===== config.mk =====
export PLATFORM = sky130hd
export DESIGN_NAME = morse_digit_led_blinker
export DESIGN_NICKNAME = d
export VERILOG_FILES = /design/src/hw/rtl/mdlb_pkg.sv /design/src/hw/rtl/morse_digit_led_blinker.sv /design/src/hw/rtl/mdlb_regs.sv /design/src/hw/rtl/mdlb_core.sv
export SDC_FILE = /design/constraint.sdc
export NUM_CORES = 1
export LEC_CHECK = 0
export BUFFER_PORTS_ARGS = -buffer_cell sky130_fd_sc_hd__buf_2
export CAP_MARGIN = 40
export CORE_MARGIN = 4
export CORE_UTILIZATION = 58
export DETAILED_ROUTE_END_ITERATION = 12
export GPL_TIMING_DRIVEN = 0
export PLACE_DENSITY = 0.84
export SYNTH_ARGS = -nofsm -noshare
export SYNTH_HDL_FRONTEND = slang
export SYNTH_SLANG_ARGS = --single-unit

===== constraint.sdc =====
create_clock -name clk_i -period 13.6 [get_ports clk_i]
set_input_delay 2.72 -clock clk_i [delete_from_list [all_inputs] [get_ports clk_i]]
set_output_delay 2.72 -clock clk_i [all_outputs]
set_load 0.1 [all_outputs]

===== src/hw/rtl/mdlb_pkg.sv =====
package mdlb_pkg;

  // Field widths
  localparam int unsigned CodeW    = 4;
  localparam int unsigned StepW    = 4;
  localparam int unsigned ElapsedW = 12;
  localparam int unsigned AddrW    = 3;
  localparam int unsigned DataW    = 32;

  // Register map (byte addresses)
  localparam logic [AddrW-1:0] RegLedInverted = 3'd0;

  // Status codes
  localparam logic [CodeW-1:0] CodeRunning     = 4'd0;
  localparam logic [CodeW-1:0] CodeMorseLast   = 4'd10;
  localparam logic [CodeW-1:0] CodeDotsLast    = 4'd5;
  localparam logic [CodeW-1:0] CodeConfiguring = 4'd11;
  localparam logic [CodeW-1:0] CodeConfigMatch = 4'd12;

  // Pattern lengths
  localparam logic [StepW-1:0] StepsShort = 4'd2;
  localparam logic [StepW-1:0] StepsMorse = 4'd10;
  localparam logic [StepW-1:0] StepsNone  = 4'd0;
  localparam logic [StepW-1:0] StepPause  = 4'd9;

  // Step durations in milliseconds
  localparam logic [ElapsedW-1:0] ElapsedMax  = 12'd4095;
  localparam logic [ElapsedW-1:0] MsPause     = 12'd3000;
  localparam logic [ElapsedW-1:0] MsMatchOn   = 12'd1000;
  localparam logic [ElapsedW-1:0] MsMatchOff  = 12'd200;
  localparam logic [ElapsedW-1:0] MsBeatOn    = 12'd100;
  localparam logic [ElapsedW-1:0] MsBeatOff   = 12'd2000;
  localparam logic [ElapsedW-1:0] MsDotOn     = 12'd200;
  localparam logic [ElapsedW-1:0] MsDotOff    = 12'd300;
  localparam logic [ElapsedW-1:0] MsDotGap    = 12'd600;
  localparam logic [ElapsedW-1:0] MsDashOn    = 12'd800;
  localparam logic [ElapsedW-1:0] MsDashOff   = 12'd400;
  localparam logic [ElapsedW-1:0] MsZero      = 12'd0;

  typedef struct packed {
    logic [CodeW-1:0] status_code;
    logic             tick;
  } in_item_t;

  typedef struct packed {
    logic             led_on;
    logic [StepW-1:0] step_index;
  } out_item_t;

  // Number of steps in the pattern of a code
  function automatic logic [StepW-1:0] step_count(input logic [CodeW-1:0] code);
    logic [StepW-1:0] n;
    if (code == CodeConfiguring || code == CodeConfigMatch || code == CodeRunning) begin
      n = StepsShort;
    end else if (code <= CodeMorseLast) begin
      n = StepsMorse;
    end else begin
      n = StepsNone;
    end
    return n;
  endfunction

  // Duration of one step of a code's pattern
  function automatic logic [ElapsedW-1:0] step_duration(input logic [CodeW-1:0] code,
                                                        input logic [StepW-1:0] step);
    logic [CodeW-1:0]    pair;
    logic                second;
    logic                dot;
    logic [ElapsedW-1:0] dur;
    pair   = {1'b0, step[StepW-1:1]};
    second = step[0];
    dot    = 1'b0;
    dur    = MsZero;
    if (code == CodeConfiguring) begin
      dur = second ? MsZero : MsPause;
    end else if (code == CodeConfigMatch) begin
      dur = second ? MsMatchOff : MsMatchOn;
    end else if (code == CodeRunning) begin
      dur = second ? MsBeatOff : MsBeatOn;
    end else if (code > CodeMorseLast || step >= StepsMorse) begin
      dur = MsZero;
    end else if (step == StepPause) begin
      dur = MsPause;
    end else begin
      // dots first for low digits, dashes first for high digits
      if (code <= CodeDotsLast) begin
        dot = (pair < code);
      end else begin
        dot = (pair >= code - CodeDotsLast);
      end
      if (code <= CodeDotsLast && dot && second && (pair + 4'd1 == code)) begin
        dur = MsDotGap;
      end else if (dot) begin
        dur = second ? MsDotOff : MsDotOn;
      end else begin
        dur = second ? MsDashOff : MsDashOn;
      end
    end
    return dur;
  endfunction

endpackage


===== src/hw/rtl/morse_digit_led_blinker.sv =====
// Status LED blinker: shows a status code as a Morse digit pattern.
// Input channel (in_valid_i / in_stall_o / in_data_i): one transaction per
//   item, carrying the current status code and a one-millisecond tick flag.
// Output channel (out_valid_o / out_stall_i / out_data_o): exactly one result
//   transaction per input item, with the LED level and the pattern step.
// Configuration: APB-style port, one register (led_inverted) at offset 0;
//   writes take the usual setup and access cycles, pready is tied high.
// Throughput: one item per cycle while the result is not stalled. An accepted
//   item sits in the input register, then step evaluation loads the result
//   register; the pattern state updates in the same cycle as the result.
// Stalls: a stalled result holds in the result register while one more item
//   can still be taken into the input register; with both full, in_stall_o
//   rises in the same cycle as out_stall_i.
// Reset: asynchronous, active low; clears both pipeline stages, the pattern
//   state and the register, so the first item after reset restarts the
//   pattern at step 0.
module morse_digit_led_blinker (
  input  logic                       clk_i,
  input  logic                       rst_ni,
  input  logic                       in_valid_i,
  output logic                       in_stall_o,
  input  mdlb_pkg::in_item_t         in_data_i,
  output logic                       out_valid_o,
  input  logic                       out_stall_i,
  output mdlb_pkg::out_item_t        out_data_o,
  input  logic                       psel,
  input  logic                       penable,
  input  logic                       pwrite,
  input  logic [mdlb_pkg::AddrW-1:0] paddr,
  input  logic [mdlb_pkg::DataW-1:0] pwdata,
  output logic [mdlb_pkg::DataW-1:0] prdata,
  output logic                       pready
);
  import mdlb_pkg::*;

  logic led_inverted;

  // Configuration register
  mdlb_regs u_regs (
    .clk_i          (clk_i),
    .rst_ni         (rst_ni),
    .psel           (psel),
    .penable        (penable),
    .pwrite         (pwrite),
    .paddr          (paddr),
    .pwdata         (pwdata),
    .prdata         (prdata),
    .pready         (pready),
    .led_inverted_o (led_inverted)
  );

  // Pattern engine and pipeline
  mdlb_core u_core (
    .clk_i          (clk_i),
    .rst_ni         (rst_ni),
    .led_inverted_i (led_inverted),
    .in_valid_i     (in_valid_i),
    .in_stall_o     (in_stall_o),
    .in_data_i      (in_data_i),
    .out_valid_o    (out_valid_o),
    .out_stall_i    (out_stall_i),
    .out_data_o     (out_data_o)
  );

endmodule


===== src/hw/rtl/mdlb_regs.sv =====
module mdlb_regs (
  input  logic                       clk_i,
  input  logic                       rst_ni,
  input  logic                       psel,
  input  logic                       penable,
  input  logic                       pwrite,
  input  logic [mdlb_pkg::AddrW-1:0] paddr,
  input  logic [mdlb_pkg::DataW-1:0] pwdata,
  output logic [mdlb_pkg::DataW-1:0] prdata,
  output logic                       pready,
  output logic                       led_inverted_o
);
  import mdlb_pkg::*;

  logic led_inverted_q;
  logic led_inverted_d;
  logic reg_sel;
  logic wr_en;

  // Only one register; upper offsets are unmapped
  assign reg_sel = (paddr[AddrW-1] == RegLedInverted[AddrW-1]);
  assign wr_en   = psel && penable && pwrite && reg_sel;
  assign pready  = 1'b1;

  always_comb begin
    led_inverted_d = led_inverted_q;
    if (wr_en) begin
      led_inverted_d = pwdata[0];
    end
  end

  always_ff @(posedge clk_i or negedge rst_ni) begin
    if (!rst_ni) begin
      led_inverted_q <= 1'b0;
    end else begin
      led_inverted_q <= led_inverted_d;
    end
  end

  // Read back
  assign prdata         = reg_sel ? {{(DataW-1){1'b0}}, led_inverted_q} : '0;
  assign led_inverted_o = led_inverted_q;

endmodule


===== src/hw/rtl/mdlb_core.sv =====
module mdlb_core (
  input  logic                 clk_i,
  input  logic                 rst_ni,
  input  logic                 led_inverted_i,
  input  logic                 in_valid_i,
  output logic                 in_stall_o,
  input  mdlb_pkg::in_item_t   in_data_i,
  output logic                 out_valid_o,
  input  logic                 out_stall_i,
  output mdlb_pkg::out_item_t  out_data_o
);
  import mdlb_pkg::*;

  // Pipeline registers
  logic      in_valid_q, in_valid_d;
  in_item_t  in_q, in_d;
  logic      out_valid_q, out_valid_d;
  out_item_t out_q, out_d;

  // Pattern state
  logic                shown_valid_q, shown_valid_d;
  logic [CodeW-1:0]    code_q, code_d;
  logic [StepW-1:0]    step_q, step_d;
  logic                level_q, level_d;
  logic [ElapsedW-1:0] elapsed_q, elapsed_d;

  logic                advance;
  logic                proc;
  logic                restart;
  logic                step_done;
  logic [ElapsedW-1:0] elapsed_inc;
  logic [StepW-1:0]    cur_step;
  logic [StepW-1:0]    step_inc;
  logic                cur_level;
  logic [ElapsedW-1:0] dur;

  // Handshake: result stage loads when empty or drained
  assign advance    = !out_valid_q || !out_stall_i;
  assign in_stall_o = in_valid_q && !advance;
  assign proc       = in_valid_q && advance;

  // Step evaluation for the registered item
  always_comb begin
    elapsed_inc = elapsed_q;
    if (in_q.tick && elapsed_q != ElapsedMax) begin
      elapsed_inc = elapsed_q + 12'd1;
    end
    restart   = !shown_valid_q || (in_q.status_code != code_q);
    cur_step  = restart ? '0 : step_q;
    cur_level = restart ? !led_inverted_i : level_q;
    dur       = step_duration(in_q.status_code, cur_step);
    step_done = (elapsed_inc >= dur);
    step_inc  = cur_step + 4'd1;
    if (step_inc >= step_count(in_q.status_code)) begin
      step_inc = '0;
    end
  end

  // Next state
  always_comb begin
    in_valid_d    = in_valid_q;
    in_d          = in_q;
    out_valid_d   = out_valid_q;
    out_d         = out_q;
    shown_valid_d = shown_valid_q;
    code_d        = code_q;
    step_d        = step_q;
    level_d       = level_q;
    elapsed_d     = elapsed_q;
    if (!in_stall_o) begin
      in_valid_d = in_valid_i;
      if (in_valid_i) begin
        in_d = in_data_i;
      end
    end
    if (advance) begin
      out_valid_d = in_valid_q;
    end
    if (proc) begin
      shown_valid_d = 1'b1;
      code_d        = in_q.status_code;
      step_d        = step_done ? step_inc : cur_step;
      level_d       = step_done ? !cur_level : cur_level;
      elapsed_d     = step_done ? '0 : elapsed_inc;
      out_d.led_on     = level_d;
      out_d.step_index = step_d;
    end
  end

  // Control registers
  always_ff @(posedge clk_i or negedge rst_ni) begin
    if (!rst_ni) begin
      in_valid_q    <= 1'b0;
      out_valid_q   <= 1'b0;
      shown_valid_q <= 1'b0;
      step_q        <= '0;
      level_q       <= 1'b0;
      elapsed_q     <= '0;
    end else begin
      in_valid_q    <= in_valid_d;
      out_valid_q   <= out_valid_d;
      shown_valid_q <= shown_valid_d;
      step_q        <= step_d;
      level_q       <= level_d;
      elapsed_q     <= elapsed_d;
    end
  end

  // Payload registers
  always_ff @(posedge clk_i) begin
    in_q   <= in_d;
    out_q  <= out_d;
    code_q <= code_d;
  end

  assign out_valid_o = out_valid_q;
  assign out_data_o  = out_q;

`ifndef SYNTHESIS
  a_stall_only_when_full: assert property (@(posedge clk_i) disable iff (!rst_ni)
    in_stall_o |-> in_valid_q)
    else $error("input stalled with empty input register");

  a_shown_sticky: assert property (@(posedge clk_i) disable iff (!rst_ni)
    shown_valid_q |=> shown_valid_q)
    else $error("shown code lost its valid flag");

  a_step_in_range: assert property (@(posedge clk_i) disable iff (!rst_ni)
    shown_valid_q |-> (step_q == '0 || step_q < step_count(code_q)))
    else $error("step index beyond pattern length");

  a_step_holds: assert property (@(posedge clk_i) disable iff (!rst_ni)
    (proc && !restart && !step_done) |=> (step_q == $past(step_q) && level_q == $past(level_q)))
    else $error("step moved before its duration elapsed");

  a_result_loaded: assert property (@(posedge clk_i) disable iff (!rst_ni)
    proc |=> (out_valid_q && out_q.step_index == step_q && out_q.led_on == level_q))
    else $error("result register does not match pattern state");
`endif

endmodule

==> results_dict.tcl, run 1 <==
set metrics [dict create \
    port_buffers 21 \
    synth-seq-cells 35 \
    fillers 414 \
    drive_gt1_share_pct 20.5 \
    dpl.cell_count 486 \
    ant_nets 0 \
    slew_headroom_pct 56.5 \
    wl_per_cell_um 14.8 \
    r2r_start "u_core.in_q[2]" \
    avgViaCountPerCell 5.58 \
    crit_family "buffers and inverters" \
    register_area_um2 946 \
    cts_max_level 2 \
    async_flop_share_pct 60.0 \
    syn_area_um2 3200 \
    cp_data_required_time_ns 10.88 \
    clock-sinks 35 \
    power_density_nw_per_um2 118 \
    synthAdderAreaFrac_pct 12.5 \
    dp.final_hpwl_um 5760 \
    worst_hold_path_type "reg -> reg" \
    place_area_um2 3500 \
    row_count 26 \
    synth_compound_area_share_pct 17.0 \
    synth_top_family_by_area "simple AND/OR/NAND/NOR gates" \
    layout.cells.non_filler 494 \
    place_congestion 1.01 \
    vdd_drop_max_v 0.000119 \
    crit_slowest_cell "buf_2" \
    crit_chain "buf_2 > nand3_1 > inv_1 > buf_2" \
    die_area_um2 6770 \
    hold_buffers 0 \
    grt_antenna_before_repair 0 \
    cp_max_fo 3 \
    cp_num_cells 4 \
    numCtsBuffers 5 \
    drt_iter0_drc 186 \
    p_comb_share_pct 41.6 \
    seq_power_share_pct 32.1 \
    cpMostUsedCell "buf_2" \
    yosys_warnings 0 \
    first_pass_iters 5 \
    skew_ns 0.00277 \
    maxSlewViolCount 0 \
    pin_count 87 \
    ctsLongestPathBuffers 2 \
    power_frac_clock_pct 26.3 \
    p_leak_nw 1.81 \
    crit_buf_inv 3 \
    area_growth_pct 13.7 \
    p_sw_w 0.000181 \
    fin_setup_tns_ns 0 \
    finish.instance_area_um2 3640 \
    grt_first_pass_wirelength_um 12000 \
    die_h_um 82.3 \
    antennaDiodeCount 0 \
    root_buffer "clkbuf_8" \
    fin_nets 502 \
    p_sw_share_pct 41.9 \
    synthCells 365 \
    avgSynthCellArea_um2 8.77 \
    ys_types 68 \
    cts_tree "done" \
    fin_util_pct 69.4 \
    finalCritPeriodShare_pct 45.0 \
    cp-start-kind "input pin" \
    num_vias 2756 \
    crit_path_end_kind "primary output" \
    cp-endpoint "in_stall_o" \
    synthMuxAreaShare_pct 2.78 \
    synth-edff-count 14 \
    grt_start_max_net_pins 22 \
    start_util_pct 61.1 \
    fmaxAchievable_mhz 163 \
    die_width_um 82.3 \
    grt_pass1_vias 2571 \
    crit_type "in -> out" \
    rsz0062_at_grt "no" \
    clkLatencyLatePin_ns 0.29 \
    post_cts.repair.setup_buffers 0 \
    finalSetupViolCount 0 \
    overflow 0 \
    critPathLaunch "out_stall_i" \
    reg2reg_setup_slack_ns 7.67 \
    synthSimpleGateAreaFrac_pct 21.4 \
    max_stage_delay_ns 0.41 \
    core_um2 5240 \
    intPower_w 0.000250 \
    multi_input_area_um2 1990 \
    tightest_slew_ns 0.646 \
    wl_um 7320 \
    clk_pin_slew_ns 0.07 \
    synthXorXnorAreaFrac_pct 4.65 \
    worstRegToRegCells 23 \
    ctsResizeCount 0 \
    status "finished clean" \
    crit_arrival_ns 3.40 \
    post-route-min-period_ns 6.12 \
    ys_seq_area_share_pct 29.6 \
    hold_violations 0 \
    grt_usage_pct 23.1 \
    reg2reg_to "u_core.level_q" \
    drv_cap 0 \
    synthFlopType "dfrtp_1" \
    drc 0 \
]
==> cell usage in the layout (no fill, tap or decap), types with 5 or more instances in the layout <==
cell / n
a21oi_1: 16
and3_1: 10
buf_2: 25
buf_4: 33
clkbuf_8: 5
conb_1: 32
dfrtp_1: 21
edfxtp_1: 14
ha_1: 32
inv_1: 20
nand2_1: 41
nand2b_1: 7
nand3_1: 12
nor2_1: 26
nor2b_1: 6
nor3_1: 6
o21ai_0: 17
xnor2_1: 8
xor2_1: 9
==> worst register-to-register path, cell delays in order (launching register included) <==
cell and delay, ns:
edfxtp_1 0.52, xor2_1 0.21, nor3_1 0.33, buf_2 0.30, and2_1 0.27, nand2_1 0.16, ha_1 0.32, nand2b_1 0.11
a211oi_1 0.07, or4_1 0.51, nand2_1 0.16, ha_1 0.26, o21ai_0 0.19, a21oi_1 0.09, a21o_1 0.18, ha_1 0.30
a211oi_2 0.22, nor2_1 0.08, a2111oi_1 0.49, a211oi_2 0.20, nor2_2 0.21, buf_4 0.23, nand2_2 0.12, o221a_1 0.29
==> logic make-up (layout without fill, tap and decap cells) <==
group,Yosys count,after routing
other cells,2,32
fa+ha+maj,32,32
mux,7,7
flops,35,35
simple gates,133,133
xor+xnor,17,17
buf+inv,63,92
compound gates,76,76
==> area by class of cell <==
class | instances | share of cell area (%)
plain buffers | 42 | 8.29
multi-input cells | 297 | 54.6
repair buffers | 21 | 2.89
clock inverters | 2 | 1.65
flip-flops and latches | 35 | 26.0
clock buffers | 6 | 2.00
inverters | 21 | 2.17
well taps | 70 | 2.41
==> metrics by stage <==
stage	hold slack, ns	setup slack (ns)	total power, W
after floorplan	0.440	6.82	0.000286
after global placement	0.455	7.51	0.000311
after detailed placement	0.476	7.48	0.000317
after CTS	0.497	7.48	0.000430
after global routing	0.533	7.41	0.000451
final	0.493	7.48	0.000431
==> layer usage <==
metal | vias up | global-route usage (%) | share of wire [%]
li1 | 1341 | - | -
met1 | 1287 | 30.0 | 43
met4 | 0 | 7.64 | 1.3
met2 | 114 | 38.5 | 49
met3 | 14 | 4.34 | 6.6
met5 | - | 0 | 0
==> power by group through the flow <==
stage / Combinational (W) / Clock (W) / Sequential [W]
floorplan: 0.000133 / 0 / 0.000154
global placement: 0.000172 / 0 / 0.000139
detailed placement: 0.000177 / 0 / 0.000140
CTS: 0.000178 / 0.000114 / 0.000138
global route: 0.000192 / 0.000119 / 0.000140
finish: 0.000179 / 0.000113 / 0.000138
==> registers in the layout, summed over array words and instances, names as in the netlist <==
signal	count
u_core.elapsed_q	12
u_core.level_q	1
u_core.in_q	5
u_regs.led_inverted_o	1
u_core.out_data_o	5
u_core.out_valid_o	1
u_core.step_q	4
u_core.in_valid_q	1
u_core.code_q	4
u_core.shown_valid_q	1
==> worst min path at each step <==
stage | from | endpoint | slack (ns) | cells after the start
floorplan | u_core.shown_valid_q | u_core.shown_valid_q | 0.44 | 1
global placement | u_core.shown_valid_q | u_core.shown_valid_q | 0.46 | 1
detailed placement | u_core.shown_valid_q | u_core.shown_valid_q | 0.48 | 1
CTS | u_core.shown_valid_q | u_core.shown_valid_q | 0.50 | 1
global route | u_core.shown_valid_q | u_core.shown_valid_q | 0.53 | 1
finish | u_core.shown_valid_q | u_core.shown_valid_q | 0.49 | 1
==> cells in the mapped netlist (all sizes together) (4+ instances only) <==
cell	instances	area (µm²)
inv	20	75.1
edfxtp	14	420
a21oi	16	80.1
ha	32	400
nand4	5	46.3
o21ai	18	93.8
nor2b	6	37.5
and3	10	62.6
xor2	9	78.8
xnor2	8	70.1
and2	6	40.0
nand2b	7	43.8
nor3	7	40.0
nand2	43	171
mux2i	5	62.6
dfrtp	21	526
nand3	12	60.1
buf	39	290
o211ai	4	30.0
o22ai	4	25.0
nor2	27	104
(Power assumes the default switching activity.)
==> inputs of run 2 (changes only) <==
CORE_UTILIZATION = 54   (was 58)
PLACE_DENSITY = 0.79   (was 0.84)
clock period = 5.7 ns   (was 13.6 ns; I/O delays follow)
==> results_dict.tcl, run 2 (synthesis gave the netlist of run 1 again) <==
set metrics [dict create \
    crit_slowest_cell "or4_1" \
    crit_arrival_ns 5.47 \
    wl_per_cell_um 14.8 \
    ctsLongestPathBuffers 2 \
    drive_gt1_share_pct 22.6 \
    clkLatencyLatePin_ns 0.29 \
    finalCritPeriodShare_pct 95.2 \
    drv_cap 0 \
    layout.cells.non_filler 502 \
    port_buffers 21 \
    first_pass_iters 5 \
    ant_nets 0 \
    layout_common_cells "nand2_1 (41), buf_4 (40), ha_1 (32), conb_1 (32), nor2_1 (26)" \
    clock-sinks 35 \
    die_width_um 85.0 \
    worst_hold_path_type "reg -> reg" \
    dp.final_hpwl_um 5690 \
    grt_usage_pct 21.0 \
    crit_family "simple AND/OR/NAND/NOR gates" \
    wl_um 7450 \
    root_buffer "clkbuf_8" \
    drt_iter0_drc 171 \
    cpMostUsedCell "ha_1" \
    power_density_nw_per_um2 278 \
    crit_buf_inv 2 \
    tightest_slew_ns 0.665 \
    grt_antenna_before_repair 0 \
    row_count 27 \
    vdd_drop_max_v 0.000217 \
    cp_data_required_time_ns 5.75 \
    grt_pass1_vias 2616 \
    hold_violations 0 \
    final_common_cell "nand2_1" \
    clk_pin_slew_ns 0.07 \
    p_leak_nw 1.85 \
    start_util_pct 56.7 \
    cts_max_level 2 \
    maxSlewViolCount 0 \
    post-route-min-period_ns 5.42 \
    fin_nets 508 \
    place_ws_ns -0.123 \
    max_stage_delay_ns 0.52 \
    numCtsBuffers 5 \
    area_growth_pct 15.8 \
    avgViaCountPerCell 5.46 \
    crit_chain "xor2_1 > nor3_2 > buf_6 > and2_2 > nand2_1 > ha_1 > nand2b_1 > a211oi_1 > or4_1 > nand2_1 > ha_1 > o21ai_1 > a21oi_1 > a21o_1 > ha_1 > a211oi_2 > nor2_1 > a2111oi_2 > a211oi_2 > or2_1 > buf_6 > mux2_4" \
    fin_util_pct 65.7 \
    antennaDiodeCount 0 \
    fin_setup_tns_ns 0 \
    grt_start_max_net_pins 22 \
    slew_headroom_pct 55.2 \
    dpl.cell_count 488 \
    die_area_um2 7220 \
    pin_count 87 \
    skew_ns 0.00513 \
    cts_tree "done" \
    die_h_um 85.0 \
    hold_buffers 0 \
    num_vias 2742 \
    crit_type "reg -> reg" \
    drc 0 \
    fmaxAchievable_mhz 184 \
    regMostFlops "u_core.elapsed_q" \
    cp-start-kind "flip-flop" \
    grt_first_pass_wirelength_um 12300 \
    overflow 0 \
    crit_path_end_kind "flip-flop" \
    core_um2 5640 \
    rsz0062_at_grt "no" \
    finalSetupViolCount 0 \
    layout_setup_ws_ns 0.276 \
    fillers 488 \
    place_congestion 0.968 \
    status "finished clean" \
    largest_register_ffs 12 \
    cp_max_fo 10 \
]
## run 2: worst reg2reg max path, stage by stage, from the launching register on
cell and delay, ns:
edfxtp_1 0.44, xor2_1 0.20, nor3_2 0.26, buf_6 0.18, and2_2 0.20, nand2_1 0.14, ha_1 0.32, nand2b_1 0.11
a211oi_1 0.08, or4_1 0.52, nand2_1 0.16, ha_1 0.26, o21ai_1 0.15, a21oi_1 0.08, a21o_1 0.18, ha_1 0.31
a211oi_2 0.25, nor2_1 0.09, a2111oi_2 0.36, a211oi_2 0.19, or2_1 0.25, buf_6 0.14, mux2_4 0.30
## run 2: area by class of cell
class / instances / area, µm² / share of cell area (%)
Inverter: 21 / 78.8 / 2.13
Clock inverter: 2 / 60.1 / 1.62
Sequential cell: 35 / 946 / 25.5
Tap cell: 72 / 90.1 / 2.43
Clock buffer: 6 / 72.6 / 1.96
Multi-Input combinational cell: 297 / 2000 / 53.9
Timing Repair Buffer: 28 / 158 / 4.25
Buffer: 41 / 304 / 8.20
## run 2: worst paths after layout
check | cells after the start | start | slack, ns | end
setup reg to reg | 22 | u_core.in_q[3] | 0.28 | u_core.out_data_o[1]
max in group asynchronous | 1 | rst_ni | 4.53 | u_core.elapsed_q[5]
hold reg to reg | 1 | u_core.shown_valid_q | 0.50 | u_core.shown_valid_q
min in group asynchronous | 1 | rst_ni | 0.81 | u_core.elapsed_q[9]
hold / removal | 1 | u_core.shown_valid_q | 0.50 | u_core.shown_valid_q
setup / recovery | 22 | u_core.in_q[3] | 0.28 | u_core.out_data_o[1]
## run 2: power breakdown
group | switching, W | leakage (nW) | internal, W
clock network | 0.0000913 | 0.0654 | 0.000175
registers | 0.0000297 | 0.407 | 0.000297
logic | 0.000306 | 1.38 | 0.000133
total | 0.000427 | 1.85 | 0.000605
## run 2: per-layer routing
layer | vias up | wire, µm | GRT usage [%]
met3 | 11 | 505 | 3.98
met2 | 103 | 3650 | 34.9
met5 | - | 0 | 0
met1 | 1275 | 3190 | 27.8
met4 | 0 | 103 | 6.04
li1 | 1353 | - | -
## run 2: per-stage QoR
stage / area [µm²] / hold WS, ns / power (W)
final: 3710 / 0.502 / 0.00103
after global routing: 3710 / 0.515 / 0.00109
after CTS: 3650 / 0.494 / 0.00103
after detailed placement: 3510 / 0.464 / 0.000754
after global placement: 3510 / 0.468 / 0.000743
after floorplan: 3310 / 0.440 / 0.000683
## run 2: timing repair
item	in CTS	in global routing
endpoints found under the hold margin	0	0
buffers inserted	1	6
setup endpoints to repair	20	22
pin swaps	0	3
gates resized for setup	2	4
==> inputs of run 3 (changes only) <==
--- a/config.mk
+++ b/config.mk
@@ -9,8 +9,8 @@
 export CAP_MARGIN = 40
 export CORE_MARGIN = 4
-export CORE_UTILIZATION = 54
+export CORE_UTILIZATION = 25
 export DETAILED_ROUTE_END_ITERATION = 12
 export GPL_TIMING_DRIVEN = 0
-export PLACE_DENSITY = 0.79
+export PLACE_DENSITY = 0.41
 export SYNTH_ARGS = -nofsm -noshare
 export SYNTH_HDL_FRONTEND = slang
==> constraint.sdc (replaced) <==
create_clock -name clk_i -period 5.7 [get_ports clk_i]
set_input_delay 1.425 -clock clk_i [delete_from_list [all_inputs] [get_ports clk_i]]
set_output_delay 1.425 -clock clk_i [all_outputs]
set_load 0.1 [all_outputs]
==> results_dict.tcl, run 3 (synthesis gave the netlist of run 1 again) <==
set metrics [dict create \
    skew_ns 0.00535 \
    grt_usage_pct 10.9 \
    cp_data_required_time_ns 5.86 \
    finalCritPeriodShare_pct 94.1 \
    clkLatencyLatePin_ns 0.28 \
    post-route-min-period_ns 5.36 \
    layout_setup_ws_ns 0.336 \
    drv_cap 0 \
    cpMostUsedCell "ha_1" \
    grt_antenna_before_repair 0 \
    start_util_pct 25.5 \
    p_leak_nw 1.85 \
    status "finished clean" \
    cts_tree "done" \
    grt_first_pass_wirelength_um 12900 \
    crit_arrival_ns 5.53 \
    wl_per_cell_um 13.4 \
    ctsLongestPathBuffers 2 \
    worst_hold_path_type "reg -> reg" \
    overflow 0 \
    crit_slowest_cell "or4_1" \
    fin_nets 507 \
    fin_util_pct 30.6 \
    fmaxAchievable_mhz 186 \
    hold_buffers 0 \
    first_pass_iters 6 \
    die_area_um2 14700 \
    maxSlewViolCount 0 \
    cp_max_fo 10 \
    grt_pass1_vias 2510 \
    place_congestion 0.832 \
    root_buffer "clkbuf_16" \
    layout_common_cells "nand2_1 (41), buf_4 (40), ha_1 (32), conb_1 (32), nor2_1 (26)" \
    largest_register_ffs 12 \
    crit_chain "xor2_1 > nor3_2 > buf_4 > and2_2 > nand2_1 > ha_1 > nand2b_1 > a211oi_1 > or4_1 > nand2_1 > ha_1 > o21ai_0 > a21oi_1 > a21o_1 > ha_1 > a211oi_2 > nor2_1 > a2111oi_2 > a211oi_2 > nor2_2 > buf_4 > nand2_2 > o221a_1" \
    core_um2 12600 \
    hold_violations 0 \
    drc 0 \
    place_ws_ns -0.140 \
    die_h_um 121 \
    r2r_start "u_core.in_q[4]" \
    cp-start-kind "flip-flop" \
    regMostFlops "u_core.elapsed_q" \
    max_stage_delay_ns 0.50 \
    crit_type "reg -> reg" \
    clk_pin_slew_ns 0.06 \
    drive_gt1_share_pct 23.1 \
    clock-sinks 35 \
    die_width_um 121 \
    num_vias 2646 \
    row_count 41 \
    ant_nets 0 \
    reg2reg_to "u_core.level_q" \
    port_buffers 21 \
    crit_path_end_kind "flip-flop" \
    avgViaCountPerCell 4.40 \
    pin_count 87 \
    power_density_nw_per_um2 272 \
    slew_headroom_pct 50.5 \
    drt_iter0_drc 127 \
    finalSetupViolCount 0 \
    grt_start_max_net_pins 22 \
    antennaDiodeCount 0 \
    worstRegToRegCells 23 \
    tightest_slew_ns 0.736 \
    dp.final_hpwl_um 6310 \
    hold_path_end "u_core.out_valid_o" \
    final_common_cell "nand2_1" \
    area_growth_pct 20.3 \
    reg2reg_setup_slack_ns 0.34 \
    numCtsBuffers 5 \
    min_from "u_core.in_valid_q" \
    cts_max_level 2 \
    wl_um 8040 \
    vdd_drop_max_v 0.000157 \
    min_path_cells 1 \
]
-- run 3: power by group --
group	switching, W	total (W)	internal [W]
logic	0.000310	0.000447	0.000138
clock network	0.000107	0.000269	0.000161
registers	0.0000315	0.000329	0.000297
-- run 3: critical path: cells and delay by family, from the launching register on --
family / cells / cell delay [ns]
AOI/OAI and AO/OA: 8 / 1.56
buffers and inverters: 2 / 0.44
xor gates and xnor gates: 1 / 0.20
DFF: 1 / 0.42
adders and majority gates: 3 / 0.88
and+or+nand+nor: 9 / 1.76
-- run 3: what timing repair did --
item / 4_1_cts / 5_1_grt
setup endpoints to repair: 4 / 18
resized for setup: 2 / 6
pin swaps: 0 / 2
buffers inserted: 1 / 5
-- run 3: final cells by class --
class,instances,area (µm²)
Fill cell,1338,8720
Sequential cell,35,946
Tap cell,172,215
Clock buffer,6,129
Buffer,41,300
Clock inverter,2,12.5
Multi-Input combinational cell,297,2020
Inverter,21,78.8
Timing Repair Buffer,27,150
-- run 3: metal layers --
metal | vias up | GRT usage (%) | share of wire (%)
li1 | 1359 | - | -
met1 | 1233 | 15.5 | 50
met2 | 48 | 17.9 | 46
met3 | 6 | 1.59 | 3.2
met4 | 0 | 1.70 | 0.75
met5 | - | 0 | 0
-- run 3: how the worst max path moves through the flow --
stage,from,endpoint,cells past startpoint
after floorplan,u_core.in_q[2],u_core.out_data_o[1],22
after global placement,u_core.in_q[2],u_core.level_q,23
after detailed placement,u_core.in_q[2],u_core.level_q,23
after CTS,u_core.in_q[4],u_core.level_q,23
after global routing,u_core.in_q[4],u_core.level_q,23
final,u_core.in_q[4],u_core.level_q,23
-- run 3: stage by stage --
step                hold slack, ns  cells  instance area, µm²   TNS, ns  power, W
floorplan                    0.440    395                3310         0  0.000683
global placement             0.482    588                3630    -0.251  0.000760
detailed placement           0.479    588                3630    -0.387  0.000763
CTS                          0.502    596                3780         0   0.00104
global route                 0.524    601                3850  -0.00835   0.00111
finish                       0.499    601                3850         0   0.00105
